File: config.mk
export PLATFORM = sky130hd
export DESIGN_NAME = bmp_rle8_decoder_flat
export DESIGN_NICKNAME = d
export VERILOG_FILES = /design/src/hdl/brle8_pkg.sv /design/src/hdl/brle8_ifs.sv /design/src/hdl/brle8_geom.sv /design/src/hdl/brle8_core.sv /design/src/hdl/brle8_out.sv /design/src/hdl/bmp_rle8_decoder.sv /design/src/flat_wrapper.sv
export SDC_FILE = /design/constraint.sdc
export NUM_CORES = 2
export LEC_CHECK = 0
export BUFFER_PORTS_ARGS = -buffer_cell sky130_fd_sc_hd__buf_2
export CAP_MARGIN = 20
export CORE_MARGIN = 5
export CORE_UTILIZATION = 40
export CTS_CLUSTER_DIAMETER = 150
export CTS_CLUSTER_SIZE = 28
export DETAILED_ROUTE_END_ITERATION = 10
export SYNTH_ARGS = -nofsm -noshare
export SYNTH_HDL_FRONTEND = slang
export SYNTH_SLANG_ARGS = --single-unit
File: constraint.sdc
create_clock -name clock -period 11.53 [get_ports clock]
set_input_delay 1.7295 -clock clock [delete_from_list [all_inputs] [get_ports clock]]
set_output_delay 1.7295 -clock clock [all_outputs]
set_load 0.02 [all_outputs]
File: src/hdl/brle8_pkg.sv
// shared types, constants and helper functions of the rle8 decoder
package brle8_pkg;

   localparam int MaxSide = 8192;
   localparam int SideW   = 14;
   localparam int AddrW   = 26;
   localparam int PtrW    = 42;
   localparam int RowW    = 14;
   localparam int MulW    = 13;
   localparam int LimitW  = 27;
   localparam int DeltaW  = 23;

   localparam logic signed [PtrW-1:0] PtrMax = 42'sd1099511627776;
   localparam logic signed [PtrW-1:0] PtrMin = -42'sd1099511627776;

   localparam logic [7:0] EscEol   = 8'd0;
   localparam logic [7:0] EscEoi   = 8'd1;
   localparam logic [7:0] EscDelta = 8'd2;

   typedef enum logic [2:0] {
      PH_COUNT,
      PH_RUNVAL,
      PH_ESCAPE,
      PH_DX,
      PH_DY,
      PH_LITERAL,
      PH_PAD
   } phase_type;

   typedef enum logic {
      CSR_WIDTH,
      CSR_HEIGHT
   } csr_index_type;

   typedef struct packed {
      logic [7:0] data_byte;
      logic       image_start;
   } item_type;

   typedef struct packed {
      logic [AddrW-1:0] write_address;
      logic [7:0]       run_length;
      logic [7:0]       pixel_value;
      logic             out_of_range;
      logic             image_done;
   } result_type;

   typedef struct packed {
      logic [SideW-1:0]  stride;
      logic [SideW-1:0]  height;
      logic [LimitW-1:0] limit;
   } geom_type;

   // clamp a register value into 1..MaxSide
   function automatic logic [SideW-1:0] side_of(input logic [SideW-1:0] v);
      logic [SideW-1:0] r;
      r = v;
      if (v == '0) r = SideW'(1);
      else if (v > SideW'(MaxSide)) r = SideW'(MaxSide);
      return r;
   endfunction

   // saturate a grown pointer sum into the signed pointer range
   function automatic logic signed [PtrW-1:0] sat_ptr(input logic signed [PtrW:0] s);
      logic signed [PtrW-1:0] r;
      r = s[PtrW-1:0];
      if (s > $signed({PtrMax[PtrW-1], PtrMax})) r = PtrMax;
      else if (s < $signed({PtrMin[PtrW-1], PtrMin})) r = PtrMin;
      return r;
   endfunction

endpackage

File: src/hdl/brle8_ifs.sv
// channel interfaces of the rle8 decoder

interface brle8_req_if;
   logic       valid;
   logic       ready;
   logic [7:0] data_byte;
   logic       image_start;
   modport source (output valid, output data_byte, output image_start, input ready);
   modport sink (input valid, input data_byte, input image_start, output ready);
endinterface

interface brle8_rsp_if;
   logic                          valid;
   logic                          ready;
   logic [brle8_pkg::AddrW-1:0]   write_address;
   logic [7:0]                    run_length;
   logic [7:0]                    pixel_value;
   logic                          out_of_range;
   logic                          image_done;
   modport source (output valid, output write_address, output run_length,
                   output pixel_value, output out_of_range, output image_done,
                   input ready);
   modport sink (input valid, input write_address, input run_length,
                 input pixel_value, input out_of_range, input image_done,
                 output ready);
endinterface

interface brle8_csr_if;
   logic                          valid;
   logic                          ready;
   logic                          index;
   logic [brle8_pkg::SideW-1:0]   data;
   modport source (output valid, output index, output data, input ready);
   modport sink (input valid, input index, input data, output ready);
endinterface

File: src/hdl/brle8_geom.sv
// size registers and derived stride, height and buffer limit
module brle8_geom (
   input  logic                  clock,
   input  logic                  reset,
   brle8_csr_if.sink             csr,
   output brle8_pkg::geom_type   geom
);

   logic [brle8_pkg::SideW-1:0]  width_ff, width_in;
   logic [brle8_pkg::SideW-1:0]  height_ff, height_in;
   logic [brle8_pkg::SideW-1:0]  width_used;
   logic [brle8_pkg::SideW:0]    stride_wide;
   logic [2*brle8_pkg::SideW-1:0] area;

   assign csr.ready = 1'b1;

   always_comb begin
      width_in  = width_ff;
      height_in = height_ff;
      if (csr.valid) begin
         unique case (brle8_pkg::csr_index_type'(csr.index))
            brle8_pkg::CSR_WIDTH:  width_in  = csr.data;
            brle8_pkg::CSR_HEIGHT: height_in = csr.data;
         endcase
      end
   end

   always_ff @(posedge clock) begin
      if (reset) begin
         width_ff  <= brle8_pkg::SideW'(1);
         height_ff <= brle8_pkg::SideW'(1);
      end else begin
         width_ff  <= width_in;
         height_ff <= height_in;
      end
   end

   // stride is the width rounded up to four bytes
   assign width_used  = brle8_pkg::side_of(width_ff);
   assign stride_wide = ({1'b0, width_used} + (brle8_pkg::SideW+1)'(3))
                        & ~(brle8_pkg::SideW+1)'(3);
   assign geom.stride = stride_wide[brle8_pkg::SideW-1:0];
   assign geom.height = brle8_pkg::side_of(height_ff);
   assign area        = geom.stride * geom.height;
   assign geom.limit  = area[brle8_pkg::LimitW-1:0];

endmodule

File: src/hdl/brle8_core.sv
// decode state and write pointer update, one byte per step
module brle8_core (
   input  logic                   clock,
   input  logic                   reset,
   input  logic                   step,
   input  brle8_pkg::item_type    item,
   input  brle8_pkg::geom_type    geom,
   output logic                   result_valid,
   output brle8_pkg::result_type  result
);

   localparam int PW = brle8_pkg::PtrW;
   localparam int RW = brle8_pkg::RowW;

   brle8_pkg::phase_type           phase_ff, phase_in;
   logic [7:0]                     run_left_ff, run_left_in;
   logic                           odd_ff, odd_in;
   logic [7:0]                     delta_x_ff, delta_x_in;
   logic signed [PW-1:0]           ptr_ff, ptr_in;
   logic [RW-1:0]                  row_ff, row_in;
   logic                           finished_ff, finished_in;

   brle8_pkg::phase_type           phase_eff;
   logic                           finished_eff;
   logic [7:0]                     b;
   logic [RW:0]                    mul_sel;
   logic [brle8_pkg::MulW-1:0]     mul_opnd;
   logic [brle8_pkg::SideW+brle8_pkg::MulW-1:0] row_base;
   logic [brle8_pkg::SideW+7:0]    dy_step;
   logic signed [brle8_pkg::DeltaW-1:0] addend;
   logic signed [PW:0]             ptr_sum;
   logic signed [PW:0]             run_end;
   logic [7:0]                     emit_len;
   logic [RW:0]                    row_next;
   logic [RW:0]                    row_dy;
   logic [7:0]                     lit_left;

   assign b = item.data_byte;

   // start of image restarts everything; that byte itself is decoded in the count phase
   assign phase_eff    = item.image_start ? brle8_pkg::PH_COUNT : phase_ff;
   assign finished_eff = item.image_start ? 1'b0 : finished_ff;

   // one multiplier serves image start (last row) and end-of-line (next row up)
   assign mul_sel  = item.image_start ?
                     ({1'b0, geom.height} - (RW+1)'(1)) :
                     ({1'b0, geom.height} - (RW+1)'(2) - {1'b0, row_ff});
   assign mul_opnd = mul_sel[brle8_pkg::MulW-1:0];
   assign row_base = geom.stride * mul_opnd;

   assign dy_step  = b * geom.stride;
   assign row_next = {1'b0, row_ff} + (RW+1)'(1);
   assign row_dy   = {1'b0, row_ff} + (RW+1)'(b);
   assign lit_left = (run_left_ff != 8'd0) ? run_left_ff - 8'd1 : run_left_ff;

   // pixels covered by the command this byte makes
   assign emit_len = (phase_eff == brle8_pkg::PH_RUNVAL)  ? run_left_ff :
                     (phase_eff == brle8_pkg::PH_LITERAL) ? 8'd1 : 8'd0;

   always_comb begin
      addend = '0;
      case (phase_ff)
         brle8_pkg::PH_RUNVAL:  addend = brle8_pkg::DeltaW'(run_left_ff);
         brle8_pkg::PH_LITERAL: addend = brle8_pkg::DeltaW'(1);
         brle8_pkg::PH_DY:      addend = $signed(brle8_pkg::DeltaW'(delta_x_ff))
                                         - $signed(brle8_pkg::DeltaW'(dy_step));
         default:               addend = '0;
      endcase
   end

   assign ptr_sum = {ptr_ff[PW-1], ptr_ff} + (PW+1)'(addend);

   // out-of-range check on the pointer before it moves
   assign run_end = {ptr_ff[PW-1], ptr_ff} + $signed((PW+1)'(emit_len));

   always_comb begin
      phase_in     = phase_eff;
      run_left_in  = item.image_start ? 8'd0 : run_left_ff;
      odd_in       = item.image_start ? 1'b0 : odd_ff;
      delta_x_in   = item.image_start ? 8'd0 : delta_x_ff;
      row_in       = item.image_start ? '0 : row_ff;
      finished_in  = finished_eff;
      ptr_in       = item.image_start ? PW'(row_base) : ptr_ff;
      result_valid = 1'b0;
      result       = '0;

      if (!finished_eff) begin
         unique case (phase_eff)
            brle8_pkg::PH_COUNT: begin
               if (b != 8'd0) begin
                  run_left_in = b;
                  phase_in    = brle8_pkg::PH_RUNVAL;
               end else begin
                  phase_in    = brle8_pkg::PH_ESCAPE;
               end
            end
            brle8_pkg::PH_RUNVAL: begin
               result_valid = 1'b1;
               ptr_in       = brle8_pkg::sat_ptr(ptr_sum);
               phase_in     = brle8_pkg::PH_COUNT;
            end
            brle8_pkg::PH_ESCAPE: begin
               phase_in = brle8_pkg::PH_COUNT;
               case (b)
                  brle8_pkg::EscEol: begin
                     if (row_next >= {1'b0, geom.height}) begin
                        finished_in       = 1'b1;
                        result_valid      = 1'b1;
                        result.image_done = 1'b1;
                     end else begin
                        row_in = row_next[RW-1:0];
                        ptr_in = PW'(row_base);
                     end
                  end
                  brle8_pkg::EscEoi: begin
                     finished_in       = 1'b1;
                     result_valid      = 1'b1;
                     result.image_done = 1'b1;
                  end
                  brle8_pkg::EscDelta: phase_in = brle8_pkg::PH_DX;
                  default: begin
                     run_left_in = b;
                     odd_in      = b[0];
                     phase_in    = brle8_pkg::PH_LITERAL;
                  end
               endcase
            end
            brle8_pkg::PH_DX: begin
               delta_x_in = b;
               phase_in   = brle8_pkg::PH_DY;
            end
            brle8_pkg::PH_DY: begin
               ptr_in   = brle8_pkg::sat_ptr(ptr_sum);
               row_in   = (row_dy > {1'b0, geom.height}) ? geom.height : row_dy[RW-1:0];
               phase_in = brle8_pkg::PH_COUNT;
            end
            brle8_pkg::PH_LITERAL: begin
               result_valid = 1'b1;
               ptr_in       = brle8_pkg::sat_ptr(ptr_sum);
               run_left_in  = lit_left;
               if (lit_left == 8'd0) begin
                  phase_in = odd_ff ? brle8_pkg::PH_PAD : brle8_pkg::PH_COUNT;
               end
            end
            brle8_pkg::PH_PAD: phase_in = brle8_pkg::PH_COUNT;
            default:           phase_in = brle8_pkg::PH_COUNT;
         endcase

         if (result_valid && !result.image_done) begin
            result.write_address = ptr_ff[brle8_pkg::AddrW-1:0];
            result.run_length    = emit_len;
            result.pixel_value   = b;
            result.out_of_range  = ptr_ff[PW-1] ||
                                   (run_end > $signed((PW+1)'(geom.limit)));
         end
      end
   end

   always_ff @(posedge clock) begin
      if (reset) begin
         phase_ff    <= brle8_pkg::PH_COUNT;
         run_left_ff <= 8'd0;
         odd_ff      <= 1'b0;
         delta_x_ff  <= 8'd0;
         ptr_ff      <= '0;
         row_ff      <= '0;
         finished_ff <= 1'b0;
      end else if (step) begin
         phase_ff    <= phase_in;
         run_left_ff <= run_left_in;
         odd_ff      <= odd_in;
         delta_x_ff  <= delta_x_in;
         ptr_ff      <= ptr_in;
         row_ff      <= row_in;
         finished_ff <= finished_in;
      end
   end

endmodule

File: src/hdl/brle8_out.sv
// result register in front of the rsp channel
module brle8_out (
   input  logic                   clock,
   input  logic                   reset,
   input  logic                   load,
   input  brle8_pkg::result_type  result,
   output logic                   advance,
   brle8_rsp_if.source            rsp
);

   logic                   valid_ff, valid_in;
   brle8_pkg::result_type  data_ff;

   // the stage may move on when the register is empty or drains this cycle
   assign advance  = !valid_ff || rsp.ready;
   assign valid_in = advance ? load : valid_ff;

   always_ff @(posedge clock) begin
      if (reset) begin
         valid_ff <= 1'b0;
      end else begin
         valid_ff <= valid_in;
      end
   end

   always_ff @(posedge clock) begin
      if (advance && load) begin
         data_ff <= result;
      end
   end

   assign rsp.valid         = valid_ff;
   assign rsp.write_address = data_ff.write_address;
   assign rsp.run_length    = data_ff.run_length;
   assign rsp.pixel_value   = data_ff.pixel_value;
   assign rsp.out_of_range  = data_ff.out_of_range;
   assign rsp.image_done    = data_ff.image_done;

endmodule

File: src/hdl/bmp_rle8_decoder.sv
// top level of the bmp rle8 decoder: frame-buffer write commands from an rle8 byte stream
//
// req carries one byte of the compressed stream per transfer; image_start on a byte
// restarts decoding with that byte as the first of a new image (pointer at the last
// buffer row, which is the bottom row of the image).
// rsp carries at most one write command per byte: address, run length, pixel value,
// an out-of-range flag for the writer, and image_done on end of image.
// csr sets the row width in pixels (index 0) and the row count (index 1); it is always
// ready and should only be written while no byte is in flight.
// a byte accepted on req goes into the input register and is decoded from there into the
// result register, whose command is valid on rsp; bytes that make no command leave nothing.
// throughput: one byte per clock while rsp does not stall, set by the single decode stage
// between the input register and the result register, where the row-address multiply sits.
// when rsp stalls, the result register holds and the input register keeps one more
// byte, after which req.ready drops; nothing is lost or repeated.
// reset clears the decoder to wait for a count byte with pointer and row at zero and
// sets both size registers to one; there is no clearing pass.
module bmp_rle8_decoder (
   input  logic          clock,
   input  logic          reset,
   brle8_req_if.sink     req,
   brle8_rsp_if.source   rsp,
   brle8_csr_if.sink     csr
);

   // input register
   logic                   in_valid_ff, in_valid_in;
   brle8_pkg::item_type    in_item_ff;

   logic                   advance;
   logic                   step;
   logic                   core_valid;
   brle8_pkg::result_type  core_result;
   brle8_pkg::geom_type    geom;

   // a byte is decoded when the input register holds one and the result side can take it
   assign step      = in_valid_ff && advance;
   assign req.ready = !in_valid_ff || advance;

   always_comb begin
      in_valid_in = in_valid_ff;
      if (req.valid && req.ready) begin
         in_valid_in = 1'b1;
      end else if (step) begin
         in_valid_in = 1'b0;
      end
   end

   always_ff @(posedge clock) begin
      if (reset) begin
         in_valid_ff <= 1'b0;
      end else begin
         in_valid_ff <= in_valid_in;
      end
   end

   // payload only loads on a transfer
   always_ff @(posedge clock) begin
      if (req.valid && req.ready) begin
         in_item_ff.data_byte   <= req.data_byte;
         in_item_ff.image_start <= req.image_start;
      end
   end

   // size registers and derived geometry
   brle8_geom u_geom (
      .clock (clock),
      .reset (reset),
      .csr   (csr),
      .geom  (geom)
   );

   // decode stage
   brle8_core u_core (
      .clock        (clock),
      .reset        (reset),
      .step         (step),
      .item         (in_item_ff),
      .geom         (geom),
      .result_valid (core_valid),
      .result       (core_result)
   );

   // result register
   brle8_out u_out (
      .clock   (clock),
      .reset   (reset),
      .load    (step && core_valid),
      .result  (core_result),
      .advance (advance),
      .rsp     (rsp)
   );

`ifndef SYNTHESIS
   // a done command carries no write
   assert property (@(posedge clock) disable iff (reset)
      rsp.valid && rsp.image_done |-> rsp.write_address == '0 &&
         rsp.run_length == 8'd0 && rsp.pixel_value == 8'd0 && !rsp.out_of_range)
      else $error("done command carries write fields");

   // an ordinary write always covers at least one pixel
   assert property (@(posedge clock) disable iff (reset)
      rsp.valid && !rsp.image_done |-> rsp.run_length != 8'd0)
      else $error("write command with zero length");

   // back-pressure on req only comes from a full input register and a stalled rsp
   assert property (@(posedge clock) disable iff (reset)
      !req.ready |-> in_valid_ff && rsp.valid && !rsp.ready)
      else $error("req stalled without rsp back-pressure");

   // a byte held in the input register is decoded as soon as rsp frees up
   assert property (@(posedge clock) disable iff (reset)
      in_valid_ff && !rsp.valid |-> step)
      else $error("held byte not decoded");
`endif

endmodule
File: src/flat_wrapper.sv
// flat-port wrapper written by rule: the top's interface ports become plain ports
module bmp_rle8_decoder_flat 
  (clock, reset, req_valid, req_data_byte, req_image_start, req_ready, rsp_valid, rsp_write_address, rsp_run_length, rsp_pixel_value, rsp_out_of_range, rsp_image_done, rsp_ready, csr_valid, csr_index, csr_data, csr_ready);
  brle8_req_if req_i ();
  brle8_rsp_if rsp_i ();
  brle8_csr_if csr_i ();
  input  logic clock;
  input  logic reset;
  input wire logic [$bits(req_i.valid)-1:0] req_valid;
  input wire logic [$bits(req_i.data_byte)-1:0] req_data_byte;
  input wire logic [$bits(req_i.image_start)-1:0] req_image_start;
  output wire logic [$bits(req_i.ready)-1:0] req_ready;
  output wire logic [$bits(rsp_i.valid)-1:0] rsp_valid;
  output wire logic [$bits(rsp_i.write_address)-1:0] rsp_write_address;
  output wire logic [$bits(rsp_i.run_length)-1:0] rsp_run_length;
  output wire logic [$bits(rsp_i.pixel_value)-1:0] rsp_pixel_value;
  output wire logic [$bits(rsp_i.out_of_range)-1:0] rsp_out_of_range;
  output wire logic [$bits(rsp_i.image_done)-1:0] rsp_image_done;
  input wire logic [$bits(rsp_i.ready)-1:0] rsp_ready;
  input wire logic [$bits(csr_i.valid)-1:0] csr_valid;
  input wire logic [$bits(csr_i.index)-1:0] csr_index;
  input wire logic [$bits(csr_i.data)-1:0] csr_data;
  output wire logic [$bits(csr_i.ready)-1:0] csr_ready;
  assign req_i.valid = req_valid;
  assign req_i.data_byte = req_data_byte;
  assign req_i.image_start = req_image_start;
  assign req_ready = req_i.ready;
  assign rsp_valid = rsp_i.valid;
  assign rsp_write_address = rsp_i.write_address;
  assign rsp_run_length = rsp_i.run_length;
  assign rsp_pixel_value = rsp_i.pixel_value;
  assign rsp_out_of_range = rsp_i.out_of_range;
  assign rsp_image_done = rsp_i.image_done;
  assign rsp_i.ready = rsp_ready;
  assign csr_i.valid = csr_valid;
  assign csr_i.index = csr_index;
  assign csr_i.data = csr_data;
  assign csr_ready = csr_i.ready;
  bmp_rle8_decoder u_core (.clock(clock), .reset(reset), .req(req_i), .rsp(rsp_i), .csr(csr_i));
endmodule
==> results.txt <==
----------------------------------------------------
[Timing]
  Highest clock frequency the design can meet ... 91.42 MHz
  Max Slew Vio Count ... 0
  Slew headroom ... 26.60%
  Slew at the pin closest to its max-slew limit ... 1101 ps
  Endpoints failing hold ... 0
  Worst hold slack ... 470.5 ps
  Post-layout minimum cycle time ... 10940 ps
  Max Clock Skew ... 18.09 ps
  Setup violators final ... 0
  Period Utilization, post-route ... 94.87%

[Floorplanning]
  Die Wd ... 276.5 um
  Y dimension of the die ... 276.5 um
  Num rows ... 97
  Core area ... 0.07027 mm^2
  Initial standard-cell utilization of the core ... 40.42%
  Boundary Pins ... 76
  Area enclosed by the die boundary ... 0.07644 mm^2

[Worst setup path]
  Highest fanout seen on the critical path ... 16
  Critical register-to-register path startpoint ... u_core.u_geom.width_ff[7]
  Cell with the largest stage delay on the worst path ... fa_1
  Number of buffer and inverter stages on the critical path ... 5
  Crit path required time ... 11910 ps
  Reg-to-reg setup timing slack ... 590 ps
  Start point of the critical path ... u_core.u_geom.width_ff[7]
  Worst setup SP type ... flop
  CP peak stage delay ... 530 ps
  Data arrival time of the critical path ... 11320 ps
  Crit path depth ... 39
  Register-to-Register Path Depth ... 39
  Reg-to-Reg End ... u_core.u_core.ptr_ff[19]
  Largest delay share family, worst path ... simple AND/OR/NAND/NOR gates
  CP Class ... flop to flop
  End point of the critical path ... u_core.u_core.ptr_ff[19]
  Sort of element at the end of the critical path ... flop

[Synthesis]
  Share of synthesized area occupied by flip-flops and latches ... 13.14%
  Syn avg cell area ... 7.946 um^2
  Number of distinct standard cells referenced by the synthesized netlist ... 90
  Syn_nets ... 4206
  Synth Cell Area ... 0.02841 mm^2
  Ys Warns ... 0
  Register bit count reported by yosys ... 160
  Asr flop ratio synth ... 0%
  Number of cells produced by synthesis ... 3575
  Ys flop type ... dfxtp_1
  EDFF count, synth ... 53

[Drt]
  Via Count ... 25680
  Length of routed met2 wiring ... 42350 um
  First-iteration detailed-routing DRC count ... 2231
  Number of vias per cell ... 5.682
  Uppermost layer routed ... met5
  Detailed-router iteration count before antenna repair ... 6
  Count of unresolved DRC violations after routing ... 0
  Average wire per cell in the routed design ... 20.93 um
  Routed metal-1 wirelength ... 41240 um
  Routed WL ... 94610 um
  Detailed route wirelength on metal3 ... 6180 um
  DRT antenna net count ... 0

[Finish]
  Antenna fix cells ... 0
  Share of post-route cells with drive strength above 1 ... 6.844%
  Synth-to-Final Area Change ... 7.325%
  Commonest non-fill, non-tap cell in the layout ... nand2_1
  Count of non-filler cells in the finished layout ... 4520
  Commonest non-fill, non-tap cells in the layout ... 469 x nand2_1, 427 x inv_1, 308 x ha_1
  Post-route standard cell area excluding fillers ... 0.03049 mm^2
  Final-stage net count ... 4198

[Clock tree]
  Buffer count from post-CTS setup fixing ... 0
  Number of clock sinks ... 160
  Max Root-Sink Buffers ... 2
  Library cell used as clock root buffer ... clkbuf_16
  Clock transition at the register clock pins on the worst setup and hold paths after CTS ... 70 ps
  Count of H-tree levels built during CTS ... 4
  Clock tree from TritonCTS ... yes
  TritonCTS buffer count ... 17
  Clk_lat worst skew ... 490 ps

[Placement]
  Placed Instance Area ... 0.02989 mm^2
  Number of port buffers ... 74
  Cell Count Post-Placement ... 4486
  HPWL after DPL ... 74920 um
  Placer congestion estimate ... 0.9747

[Pwr]
  Total power ... 2345 uW
  Static leakage ... 0.01449 uW
  Power density over cell area ... 76.91 mW/mm^2
  Max rail drop VDD ... 0.09167 mV

[Run status]
  Run status ... finished, final reports clean

[Global routing]
  Antenna violations before repair ... 1
  Overall overflow remaining after global route ... 0
  Vias in the first global route ... 25040
  Maximum number of pins on one net before global-route repair ... 58
  First-pass GRT wire length ... 147000 um
  GRT Overall Usage ... 24.15%

[Job]
  Max Cap Viol ... 0

[Worst hold path]
  Path category of the worst min-delay check ... flop to flop

----------------------------------------------------
## worst min path at each step
| stage | endpoint | startpoint | depth (start not counted) | slack [ps] |
|---|---|---|---|---|
| 6_report | u_core.u_geom.height_ff[4] | u_core.u_geom.height_ff[4] | 2 | 470 |
| 5_1_grt | u_core.u_core.delta_x_ff[6] | u_core.u_core.delta_x_ff[6] | 2 | 490 |
| 4_1_cts | u_core.u_core.delta_x_ff[1] | u_core.u_core.delta_x_ff[1] | 2 | 470 |
| 3_5_place_dp | u_core.u_core.delta_x_ff[1] | u_core.u_core.delta_x_ff[1] | 2 | 460 |
| 3_3_place_gp | u_core.u_core.delta_x_ff[1] | u_core.u_core.delta_x_ff[1] | 2 | 460 |
| 2_1_floorplan | u_core.u_geom.height_ff[3] | u_core.u_geom.height_ff[3] | 2 | 440 |
## where the power goes
group,internal (uW),leakage (uW),switching (uW)
clock,282,0.000261,286
combinational,423,0.0129,718
sequential,596,0.00138,39.8
total,1300,0.0145,1040
## per-layer routing
metal	track usage (%)	up-vias
met5	0	-
met4	10.65	2
met3	3.628	219
met2	38.41	984
met1	32.75	12510
li1	-	11970
## registers in the layout (all words and copies together), names as in the netlist
name,count
u_core.u_core.ptr_ff,42
u_core.u_out.rsp.pixel_value,8
u_core.u_out.rsp.out_of_range,1
u_core.u_core.run_left_ff,8
u_core.in_valid_ff,1
u_core.u_geom.width_ff,14
u_core.u_core.delta_x_ff,8
u_core.u_core.finished_ff,1
u_core.u_core.odd_ff,1
u_core.u_out.rsp.valid,1
u_core.u_core.phase_ff,3
u_core.u_out.rsp.run_length,8
u_core.u_out.rsp.write_address,26
u_core.u_core.row_ff,14
u_core.u_out.rsp.image_done,1
u_core.in_item_ff,9
u_core.u_geom.height_ff,14
## cell type report
cell class                      count  area (um^2)
Tap cell                          940         1176
Multi-Input combinational cell   2802        22430
Timing Repair Buffer              155        978.4
Clock buffer                       18        429.2
Fill cell                        7142        39780
Sequential cell                   160         3734
Clock inverter                     14        118.9
Inverter                          431         1618
## metrics by stage
stage / utilization, % / worst slack [ps] / setup TNS, ps
floorplan: - / 936.2 / 0
global placement: 42.53 / 551.5 / 0
detailed placement: 42.53 / 273.5 / 0
CTS: 43.31 / 249.1 / 0
global route: 43.38 / -1.969 / -1.969
finish: 43.38 / 591.8 / 0
## worst register-to-register path: cells and delay by family, from the launching register on
family / cells / cell delay (ps)
adders and majority gates: 6 / 2820
AOI/OAI and AO/OA: 14 / 3380
DFF: 1 / 360
and+or+nand+nor: 14 / 3810
buffers and inverters: 5 / 480
## synth_stat cells, drive strengths merged (39+ instances only)
master	number	share of area [%]
and2	163	3.6
o21ai	114	2.0
nand2	469	6.2
nor2	278	3.7
xor2	72	2.2
nand3	95	1.7
nand4	39	0.86
a21o	58	1.5
edfxtp	53	5.6
ha	308	14
nor3	82	1.4
dfxtp	107	7.5
fa	294	21
xnor2	121	3.7
clkbuf	160	2.1
inv	429	5.7
a21oi	199	3.6
## logic make-up (layout without fill, tap and decap cells)
group           Yosys count  after routing  synth area share [%]
buf+inv                 613            618                 8.180
xor+xnor                193            193                 5.951
fa+ha+maj               602            602                 34.29
other cells               1              1               0.01320
simple gates           1331           1331                 22.22
compound gates          652            652                 15.38
mux                      23             23                0.8281
flops                   160            160                 13.14
## repair_timing
item / 4_1_cts / 5_1_grt
setup endpoints to repair: 0 / 40
resized for setup: 0 / 10
hold buffers: 0 / 0
Note: power is estimated with default switching activity, not from simulation.
